### src/rtl/core/i2rd_pkg.sv
// shared types, constants and the digit alphabet for the radix digit converter
package i2rd_pkg;

  localparam int unsigned VALUE_W        = 63;
  localparam int unsigned RADIX_W        = 7;
  localparam int unsigned DIGIT_W        = 6;
  localparam int unsigned CHAR_W         = 7;
  localparam int unsigned MAX_DIGITS_DEF = 64;

  localparam logic [RADIX_W-1:0] RADIX_MIN   = 7'd2;
  localparam logic [RADIX_W-1:0] RADIX_MAX   = 7'd64;
  localparam logic [RADIX_W-1:0] RADIX_RESET = 7'd10;

  // register byte addresses
  localparam logic [2:0] ADDR_RADIX      = 3'd0;
  localparam logic [2:0] ADDR_MIN_DIGITS = 3'd4;

  typedef struct packed {
    logic               start;
    logic [VALUE_W-1:0] dividend;
    logic [RADIX_W-1:0] divisor;
  } div_req_t;

  typedef struct packed {
    logic               done;
    logic [VALUE_W-1:0] quotient;
    logic [DIGIT_W-1:0] remainder;
  } div_rsp_t;

  // 0-9, A-Z, a-z, then '-' and '_'
  function automatic logic [CHAR_W-1:0] digit_to_char(input logic [DIGIT_W-1:0] d);
    logic [CHAR_W-1:0] dx;
    logic [CHAR_W-1:0] ch;
    dx = {1'b0, d};
    if (dx < 7'd10) begin
      ch = 7'h30 + dx;
    end else if (dx < 7'd36) begin
      ch = 7'h41 + (dx - 7'd10);
    end else if (dx < 7'd62) begin
      ch = 7'h61 + (dx - 7'd36);
    end else if (dx == 7'd62) begin
      ch = 7'h2d;
    end else begin
      ch = 7'h5f;
    end
    return ch;
  endfunction

endpackage

### src/rtl/core/i2rd_div.sv
// iterative restoring divider, one quotient bit per cycle, small divisor
module i2rd_div (
  input  logic                clk_i,
  input  logic                rst_ni,
  input  i2rd_pkg::div_req_t  req_i,
  output i2rd_pkg::div_rsp_t  rsp_o
);
  import i2rd_pkg::*;

  localparam int unsigned CNT_W = $clog2(VALUE_W);
  localparam logic [CNT_W-1:0] CNT_LAST = CNT_W'(VALUE_W - 1);

  logic               busy_q, busy_d;
  logic               done_q, done_d;
  logic [CNT_W-1:0]   cnt_q, cnt_d;
  logic [VALUE_W-1:0] dvd_q, dvd_d;
  logic [RADIX_W-1:0] rem_q, rem_d;
  logic [RADIX_W-1:0] dsr_q, dsr_d;
  logic [RADIX_W:0]   trial;
  logic               ge;

  assign trial = {rem_q, dvd_q[VALUE_W-1]};
  assign ge    = trial >= {1'b0, dsr_q};

  always_comb begin
    busy_d = busy_q;
    done_d = 1'b0;
    cnt_d  = cnt_q;
    dvd_d  = dvd_q;
    rem_d  = rem_q;
    dsr_d  = dsr_q;
    if (busy_q) begin
      dvd_d = {dvd_q[VALUE_W-2:0], ge};
      rem_d = ge ? RADIX_W'(trial - {1'b0, dsr_q}) : trial[RADIX_W-1:0];
      cnt_d = cnt_q + 1'b1;
      if (cnt_q == CNT_LAST) begin
        busy_d = 1'b0;
        done_d = 1'b1;
      end
    end else if (req_i.start) begin
      busy_d = 1'b1;
      cnt_d  = '0;
      dvd_d  = req_i.dividend;
      rem_d  = '0;
      dsr_d  = req_i.divisor;
    end
  end

  always_ff @(posedge clk_i or negedge rst_ni) begin
    if (!rst_ni) begin
      busy_q <= 1'b0;
      done_q <= 1'b0;
      cnt_q  <= '0;
    end else begin
      busy_q <= busy_d;
      done_q <= done_d;
      cnt_q  <= cnt_d;
    end
  end

  always_ff @(posedge clk_i) begin
    dvd_q <= dvd_d;
    rem_q <= rem_d;
    dsr_q <= dsr_d;
  end

  assign rsp_o.done      = done_q;
  assign rsp_o.quotient  = dvd_q;
  assign rsp_o.remainder = rem_q[DIGIT_W-1:0];

  a_done_after_busy: assert property (@(posedge clk_i) disable iff (!rst_ni)
    done_q |-> $past(busy_q))
    else $error("divider done without a running division");

  a_rem_below_divisor: assert property (@(posedge clk_i) disable iff (!rst_ni)
    done_q |-> (rem_q < dsr_q))
    else $error("divider remainder not below divisor");

  a_no_start_busy: assert property (@(posedge clk_i) disable iff (!rst_ni)
    busy_q |-> !req_i.start)
    else $error("divider started while busy");

endmodule

### src/rtl/core/integer_to_radix_digits_core.sv
// radix conversion core: repeated division into a digit store, zero padding, then digit streaming
// steps: each digit is produced by the divider between the check and divide states,
// zero padding digits are then written up to the minimum length, and the digits are
// emitted most significant first through the read, load and hold states
// one request at a time; the shared bit-serial divider and the output handshake set the rate
// reset: asynchronous, radix 10, minimum length 0, idle and ready for a request
module integer_to_radix_digits_core #(
  parameter int unsigned MAX_DIGITS = i2rd_pkg::MAX_DIGITS_DEF
) (
  input  logic        clk_i,
  input  logic        rst_ni,
  // value [62:0]
  input  logic [63:0] s_axis_tdata,
  input  logic        s_axis_tvalid,
  output logic        s_axis_tready,
  // digit_value [5:0], digit_char [12:6]
  output logic [15:0] m_axis_tdata,
  output logic        m_axis_tvalid,
  input  logic        m_axis_tready,
  output logic        m_axis_tlast,
  input  logic        psel,
  input  logic        penable,
  input  logic        pwrite,
  input  logic [2:0]  paddr,
  input  logic [31:0] pwdata,
  output logic [31:0] prdata,
  output logic        pready
);
  import i2rd_pkg::*;

  localparam int unsigned CW = $clog2(MAX_DIGITS + 1);
  localparam int unsigned AW = $clog2(MAX_DIGITS);
  localparam logic [CW-1:0]      N_MAX   = CW'(MAX_DIGITS);
  localparam logic [RADIX_W-1:0] MAX_R7  = RADIX_W'(MAX_DIGITS);

  localparam logic [2:0] S_IDLE = 3'd0;
  localparam logic [2:0] S_CHK  = 3'd1;
  localparam logic [2:0] S_DIV  = 3'd2;
  localparam logic [2:0] S_PAD  = 3'd3;
  localparam logic [2:0] S_RD   = 3'd4;
  localparam logic [2:0] S_LD   = 3'd5;
  localparam logic [2:0] S_HOLD = 3'd6;

  logic [RADIX_W-1:0] radix_q, min_digits_q;
  logic               cfg_we;

  logic [2:0]         state_q, state_d;
  logic [VALUE_W-1:0] quot_q, quot_d;
  logic [CW-1:0]      n_q, n_d;
  logic [CW-1:0]      minlen_q, minlen_d;
  logic [RADIX_W-1:0] base_q, base_d;
  logic [AW-1:0]      idx_q, idx_d;
  logic               out_valid_q, out_valid_d;
  logic               out_last_q, out_last_d;
  logic [DIGIT_W-1:0] out_digit_q, out_digit_d;
  logic [CHAR_W-1:0]  out_char_q, out_char_d;

  logic [RADIX_W-1:0] eff_radix;
  logic [RADIX_W-1:0] eff_min;
  logic [CW-1:0]      n_dec;

  logic               mem_we;
  logic [DIGIT_W-1:0] mem_wdata;
  logic [DIGIT_W-1:0] digit_mem [MAX_DIGITS];
  logic [DIGIT_W-1:0] rdata_q;

  logic     div_start;
  div_req_t div_req;
  div_rsp_t div_rsp;

  // configuration
  assign pready = 1'b1;
  assign cfg_we = psel && penable && pwrite;
  assign prdata = (paddr[2] == ADDR_MIN_DIGITS[2]) ? {25'd0, min_digits_q}
                                                   : {25'd0, radix_q};

  always_ff @(posedge clk_i or negedge rst_ni) begin
    if (!rst_ni) begin
      radix_q      <= RADIX_RESET;
      min_digits_q <= '0;
    end else if (cfg_we) begin
      if (paddr[2] == ADDR_RADIX[2]) begin
        radix_q <= pwdata[RADIX_W-1:0];
      end else begin
        min_digits_q <= pwdata[RADIX_W-1:0];
      end
    end
  end

  assign eff_radix = (radix_q < RADIX_MIN) ? RADIX_MIN :
                     (radix_q > RADIX_MAX) ? RADIX_MAX : radix_q;
  assign eff_min   = (min_digits_q > MAX_R7) ? MAX_R7 : min_digits_q;
  assign n_dec     = n_q - 1'b1;

  i2rd_div u_div (
    .clk_i  (clk_i),
    .rst_ni (rst_ni),
    .req_i  (div_req),
    .rsp_o  (div_rsp)
  );

  assign div_req.start    = div_start;
  assign div_req.dividend = quot_q;
  assign div_req.divisor  = base_q;

  always_comb begin
    state_d       = state_q;
    quot_d        = quot_q;
    n_d           = n_q;
    minlen_d      = minlen_q;
    base_d        = base_q;
    idx_d         = idx_q;
    out_valid_d   = out_valid_q;
    out_last_d    = out_last_q;
    out_digit_d   = out_digit_q;
    out_char_d    = out_char_q;
    mem_we        = 1'b0;
    mem_wdata     = '0;
    div_start     = 1'b0;
    s_axis_tready = 1'b0;
    unique case (state_q)
      S_IDLE: begin
        s_axis_tready = 1'b1;
        if (s_axis_tvalid) begin
          quot_d   = s_axis_tdata[VALUE_W-1:0];
          n_d      = '0;
          base_d   = eff_radix;
          minlen_d = CW'(eff_min);
          state_d  = S_CHK;
        end
      end
      S_CHK: begin
        if (quot_q != '0 && n_q != N_MAX) begin
          div_start = 1'b1;
          state_d   = S_DIV;
        end else begin
          state_d = S_PAD;
        end
      end
      S_DIV: begin
        if (div_rsp.done) begin
          mem_we    = 1'b1;
          mem_wdata = div_rsp.remainder;
          quot_d    = div_rsp.quotient;
          n_d       = n_q + 1'b1;
          state_d   = S_CHK;
        end
      end
      S_PAD: begin
        if (n_q < minlen_q) begin
          mem_we = 1'b1;
          n_d    = n_q + 1'b1;
        end else if (n_q == '0) begin
          state_d = S_IDLE;
        end else begin
          idx_d   = n_dec[AW-1:0];
          state_d = S_RD;
        end
      end
      S_RD: begin
        state_d = S_LD;
      end
      S_LD: begin
        out_digit_d = rdata_q;
        out_char_d  = digit_to_char(rdata_q);
        out_last_d  = (idx_q == '0);
        out_valid_d = 1'b1;
        state_d     = S_HOLD;
      end
      S_HOLD: begin
        if (m_axis_tready) begin
          out_valid_d = 1'b0;
          if (out_last_q) begin
            state_d = S_IDLE;
          end else begin
            idx_d   = idx_q - 1'b1;
            state_d = S_RD;
          end
        end
      end
      default: begin
        state_d = S_IDLE;
      end
    endcase
  end

  always_ff @(posedge clk_i or negedge rst_ni) begin
    if (!rst_ni) begin
      state_q     <= S_IDLE;
      n_q         <= '0;
      quot_q      <= '0;
      out_valid_q <= 1'b0;
    end else begin
      state_q     <= state_d;
      n_q         <= n_d;
      quot_q      <= quot_d;
      out_valid_q <= out_valid_d;
    end
  end

  always_ff @(posedge clk_i) begin
    minlen_q    <= minlen_d;
    base_q      <= base_d;
    idx_q       <= idx_d;
    out_last_q  <= out_last_d;
    out_digit_q <= out_digit_d;
    out_char_q  <= out_char_d;
  end

  // digit store, least significant digit at address 0
  always_ff @(posedge clk_i) begin
    if (mem_we) begin
      digit_mem[n_q[AW-1:0]] <= mem_wdata;
    end
    rdata_q <= digit_mem[idx_q];
  end

  assign m_axis_tvalid = out_valid_q;
  assign m_axis_tlast  = out_last_q;
  assign m_axis_tdata  = {3'b000, out_char_q, out_digit_q};

  a_valid_in_hold: assert property (@(posedge clk_i) disable iff (!rst_ni)
    m_axis_tvalid |-> (state_q == S_HOLD))
    else $error("output valid outside the hold state");

  a_count_bound: assert property (@(posedge clk_i) disable iff (!rst_ni)
    n_q <= N_MAX)
    else $error("digit count above store size");

  a_digit_below_base: assert property (@(posedge clk_i) disable iff (!rst_ni)
    (div_rsp.done && state_q == S_DIV) |-> ({1'b0, div_rsp.remainder} < base_q))
    else $error("digit not below radix");

  a_write_in_range: assert property (@(posedge clk_i) disable iff (!rst_ni)
    mem_we |-> (n_q < N_MAX))
    else $error("digit store write beyond its size");

endmodule
### config.mk
export PLATFORM = sky130hd
export DESIGN_NAME = integer_to_radix_digits_core
export DESIGN_NICKNAME = d
export VERILOG_FILES = /design/src/rtl/core/i2rd_pkg.sv /design/src/rtl/core/i2rd_div.sv /design/src/rtl/core/integer_to_radix_digits_core.sv
export SDC_FILE = /design/constraint.sdc
export NUM_CORES = 1
export LEC_CHECK = 0
export ABC_AREA = 1
export BUFFER_PORTS_ARGS = -buffer_cell sky130_fd_sc_hd__buf_4
export CAP_MARGIN = 40
export CORE_MARGIN = 4
export CORE_UTILIZATION = 50
export DETAILED_ROUTE_END_ITERATION = 10
export PLACE_DENSITY = 0.78
export SYNTH_ARGS = -nofsm -noshare
export SYNTH_HDL_FRONTEND = slang
export SYNTH_SLANG_ARGS = --single-unit
export TNS_END_PERCENT = 5
### constraint.sdc
create_clock -name clk_i -period 6.45 [get_ports clk_i]
set_clock_uncertainty 0.05 [all_clocks]
set_input_delay 1.29 -clock clk_i [delete_from_list [all_inputs] [get_ports clk_i]]
set_output_delay 1.29 -clock clk_i [all_outputs]
set_load 0.05 [all_outputs]
======== After elaboration in Yosys (flattened, before gate mapping) ========
Memories as Yosys holds them, arrays and structs flattened. A register that Yosys moved wholly into a read port is not among the register bits.
Cells that the tools add are included.
operators by class
  equal/unequal tests ..................... 16
  mux-type cells .......................... 50
  order comparisons ....................... 8
  reductions and logical operators ........ 22
  bitwise logic cells ..................... 2
  $add $sub $neg .......................... 10
operators by type and width
  kind                   count
  $mux W63               4
  $pmux W63 S2           1
  $mux W7                12
  $reduce_bool A63 Y1    1
  $mux W6                8
  $pmux W3 S7            1
  $pmux W7 S3            1
  $mux W3                6
  $add A7 B7 Y7 const A  2
  $gt A7 B7 Y1 const B   2
  $mux W1                14
  $eq A6 B6 Y1 const B   2
  $lt A6 B6 Y1 const B   2
  $ne A2 B2 Y1 const B   6
  $pmux W6 S2            1
  $sub A6 B1 Y6 const B  2
  $reduce_and A2 Y1      5
  $eq A3 B3 Y1 const B   3
  $ge A8 B7 Y1           1
  $reduce_and A4 Y1      2
  $reduce_bool A2 Y1     4
  $add A6 B6 Y7 const A  1
  $add A7 B1 Y7 const B  1
  $logic_not A7 Y1       1
  other kinds (20)       25
storage, ports and cells
  memories kept ........................... 1
  input bits .............................. 106
  logic and storage cells ................. 128
  memory bits (writable) .................. 384
  output and inout bits ................... 52
  flip-flop bits (word level) ............. 207
memories
  name       words  bits a word  rd ports  clocked after memory_dff  write ports  line                                RTL
  digit_mem  64     6            1         1                         1            integer_to_radix_digits_core.sv:64  logic [DIGIT_W-1:0] digit_mem [MAX_DIGITS];

======== Longest topological paths before layout ========
  depth after elaboration ................. 6
  mapped depth ............................ 15
  gate-level depth less buffers ........... 13

======== By module ========
Synthesis repeated with hierarchy kept, for this count alone.
second synthesis, totals
  cell total of the unflattened synthesis .. 2624
  area total of the unflattened synthesis .. 26560.5 um2
by module, submodules not included
  module                        instances  area an instance (um2)  cells an instance  sequential area each (um2)
  integer_to_radix_digits_core  1          22515.3                 2185               14876.8
  i2rd_div                      1          4045.1                  439                2512.4

======== Worst setup path after synthesis ========
Ideal clock, no wire load.
  path type ............................... input to output
  start point ............................. input paddr[2]
  end point ............................... output prdata[2]
  data arrival time ....................... 2577 ps
  setup slack ............................. 2533 ps
  path buffers ............................ 1
  cell stages on the path ................. 2
  required time ........................... 5110 ps
  cell sequence ........................... clkbuf_1 o21ai_0
on the way
  cells in the longest elaborated chain, start to end .. 1
ends and longest elaborated chain
  element             line                                RTL
  start: declaration  integer_to_radix_digits_core.sv:24  input logic [2:0] paddr,
  $mux W7             integer_to_radix_digits_core.sv:74  assign prdata = (paddr[2] == ADDR_MIN_DIGITS[2]) ? {25'd0, min_digits_q}
  end: declaration    integer_to_radix_digits_core.sv:26  output logic [31:0] prdata,
Every way passes these cells.

======== Worst setup path after layout ========
  start point ............................. register state_q[1]
  end point ............................... memory digit_mem[57][0], enable pin
on the way
  cells in the longest elaborated chain, start to end .. 4
  elaborated cells on any way between the ends .. 5
  those cells by class .................... eq/ne (2); mux (3)
ends and longest elaborated chain
  element                          line                                 RTL
  start: declaration               integer_to_radix_digits_core.sv:47   logic [2:0] state_q, state_d;
  start signal: assignment         integer_to_radix_digits_core.sv:194  state_q <= state_d;
  $eq A3 B2 Y1                     integer_to_radix_digits_core.sv:121  unique case (state_q)
  $pmux W1 S2 *                    integer_to_radix_digits_core.sv:121
  $mux W1 *                        integer_to_radix_digits_core.sv:212  if (mem_we) begin
  $mux W1 (not written as such) *  integer_to_radix_digits_core.sv:213  digit_mem[n_q[AW-1:0]] <= mem_wdata;
  end: declaration                 integer_to_radix_digits_core.sv:64
Every way passes the cells marked *; elsewhere a longest branch is shown, timed or not.

==> results.md <==
* Outcome: finished, final reports clean
* Maximum VDD drop at 269 µV
* Setup Fix Bufs, Post-CTS at 0
* Hold buffers post-CTS at 0
* Async S/R FF share, synth at 16.1%
* Synth cell types at 38
* Rel. slew slack at 40.0%
* DP Worst Slack at 2.73 ns
* Most numerous cell in the Yosys netlist: nand2_1
* Synth top area share at 56.0%
* CP Data Arrival Time at 4.04 ns
* EDFF count, synth at 495
* Worst path required time at 6.63 ns
* CTS H-Tree Depth at 2
* I/O Pins at 158
* Clock transition at path regs at 0.06 ns
* Total GRT Usage at 21.6%
* Post-DP HPWL at 36600 µm
* DIE HEIGHT at 238 µm
* Clk sinks at 597
* Minimum clock period after layout at 3.86 ns
* CTS resizes at 0
* PwrDens at 395 nW/µm²
* Synth top cells by count: 787 x nand2_1, 495 x edfxtp_1, 388 x nor2_1, 212 x nand3_1, 185 x o21ai_0
* First-pass GRT wire length at 98900 µm
* Sequential fraction of the synthesis area at 65.5%
* Worst setup EP type: register
* Vias per cell at 5.58
* Synth Register Bits at 597
* Post-layout power at 11.7 mW
* RD Place Congestion at 0.850
* Initial Util at 50.5%
* Residual DRC count at 0
* Vias in the first global route at 19000
* Peak Freq at 0.259 GHz
* Final setup viols at 0
* Met2 wire length at 29700 µm
* Worst hold path class: reg2reg
* Pleak at 11.8 nW
* Syn Inst Count at 2665
* Number of fill cells in the layout at 4283
* Worst skew pair latency at 0.62 ns
* CTS root buf: clkbuf_16
* CP Max Fanout at 68
* Multi-input gate area at 7980 µm²
* Core Area at 52600 µm²
* First-pass DRT Iterations at 5
* Antenna violations before repair at 1
* Routed wl met3 at 5100 µm
* PortBufs at 100
* Critical path class: reg2reg
* Synth Flop Type: edfxtp_1
* Routed met1 length at 24600 µm
* Antenna cell count at 0
* Post-synthesis area per instance at 9.96 µm²
* Iter 0 DRT Violations at 2170
* Setup WS post-layout at 2.59 ns
* Sequential cell area at 17400 µm²
* Synth area leaders: edfxtp_1 56%, nand2_1 11%, dfrtp_1 8.9%
* Inserted Clock Buffers at 57
* Clock Tree Buf Depth at 3
* Final Hold Fails at 0
* Via Count at 19200
* Die footprint at 56900 µm²
* Fraction of layout cells with a size suffix above 1 at 8.54%
* CTS tree: done
* Avg WL per Cell at 18.0 µm
* Grt ovf at 0
* RSZ-0062 raised after global routing: no
* Nets at 2837
* Antenna Nets Post-Route at 0
* WL final at 62000 µm
* Post-synthesis cell area at 26600 µm²
* Final Max Slew Viols at 0
* Cell taking the most area after synthesis: edfxtp_1
* Final worst-path cycle share at 59.8%
* Fin Setup TNS at 0 ns
* Yosys warns at 0
* Max_cap viols at 0
* P&R area growth vs syn at 11.4%
* Horiz. Die Dim at 238 µm
* Worst-margin pin slew at 0.900 ns
* WHS at 0.369 ns
* Max layer used: met5
* Critical Path Start Type: register
* Largest net degree at the start of global routing at 197
* Num rows at 84
-- sequential cells by signal, summed over array words and instances, names as in the netlist --
| register | count |
|---|---|
| u_div.dvd_q | 63 |
| out_digit_q | 6 |
| min_digits_q | 7 |
| rdata_q | 6 |
| state_q | 3 |
| digit_mem | 384 |
| minlen_q | 7 |
| radix_q | 7 |
| m_axis_tlast | 1 |
| u_div.cnt_q | 6 |
| base_q | 7 |
| u_div.dsr_q | 7 |
| n_q | 7 |
| u_div.done_q | 1 |
| out_char_q | 7 |
| m_axis_tvalid | 1 |
| u_div.busy_q | 1 |
| quot_q | 63 |
| u_div.rem_q | 7 |
| idx_q | 6 |
-- metal layers --
| metal | global-route usage (%) | up-vias |
|---|---|---|
| li1 | - | 8989 |
| met1 | 28.4 | 9153 |
| met2 | 35.7 | 887 |
| met3 | 3.51 | 153 |
| met4 | 9.39 | 2 |
| met5 | 0 | - |
-- area by class of cell --
| type | count | area share [%] |
|---|---|---|
| repair buffers | 127 | 3.39 |
| clock inverters | 31 | 1.18 |
| flip-flops and latches | 597 | 58.8 |
| multi-input cells | 1797 | 27.0 |
| well taps | 688 | 2.91 |
| inverters | 126 | 1.61 |
| clock buffers | 75 | 5.15 |
-- metrics by stage --
step	cells	cell area [µm²]	utilization, %
2_1_floorplan	2692	26700	-
3_3_place_gp	3330	27600	52.6
3_5_place_dp	3335	27700	52.7
4_1_cts	3441	29600	56.3
5_1_grt	3441	29600	56.3
6_report	3441	29600	56.3
-- power breakdown --
group          internal, mW  switching (mW)  total, mW
logic                 0.933            2.06       2.99
registers              4.88           0.426       5.31
clock network          1.95            1.43       3.38
total                  7.76            3.92       11.7
-- logic make-up after synthesis --
logic type | share of synthesized area [%]
AOI/OAI and AO/OA | 6.17
xor gates and xnor gates | 0.693
adders and majority gates | 1.21
buffers and inverters | 5.05
DFF | 65.5
other | 0.0283
and+or+nand+nor | 21.4
-- critical path, stage by stage, from the launching register on --
cell	delay [ns]
dfrtp_2	0.35
buf_4	0.63
nand3_1	0.21
inv_1	0.13
nand3_1	0.19
nand2_1	0.38
nand4_1	0.79
nor2_1	0.75
-- path summary, 6_finish.rpt --
path,from,endpoint,slack [ns],depth (start not counted)
min,base_q[6],u_div.dsr_q[6],0.37,0
max,state_q[1],digit_mem[57][0],2.59,7
min reg2reg,base_q[6],u_div.dsr_q[6],0.37,0
min in group asynchronous,rst_ni,quot_q[25],0.59,1
max in group asynchronous,rst_ni,state_q[1],4.49,2
max reg2reg,state_q[1],digit_mem[57][0],2.59,7
-- cell usage in the layout (no fill, tap or decap), drive strengths merged, types with 2 or more instances in the layout --
cell / synthesis / final
nor2: 389 / 389
o211ai: 12 / 12
nand3: 212 / 212
bufinv: 0 / 7
xor2: 16 / 16
a21oi: 31 / 31
conb: 2 / 29
edfxtp: 495 / 495
buf: 101 / 127
dfxtp: 6 / 6
nor3: 11 / 11
clkinv: 0 / 22
inv: 126 / 128
nand4: 13 / 13
clkbuf: 71 / 75
o31ai: 2 / 2
or2: 4 / 4
xnor2: 5 / 5
o22ai: 3 / 3
nand2: 790 / 790
ha: 24 / 24
dfrtp: 94 / 94
o21ai: 186 / 186
a31oi: 63 / 63
dfstp: 2 / 2
Power figures use the tool's default switching activity.
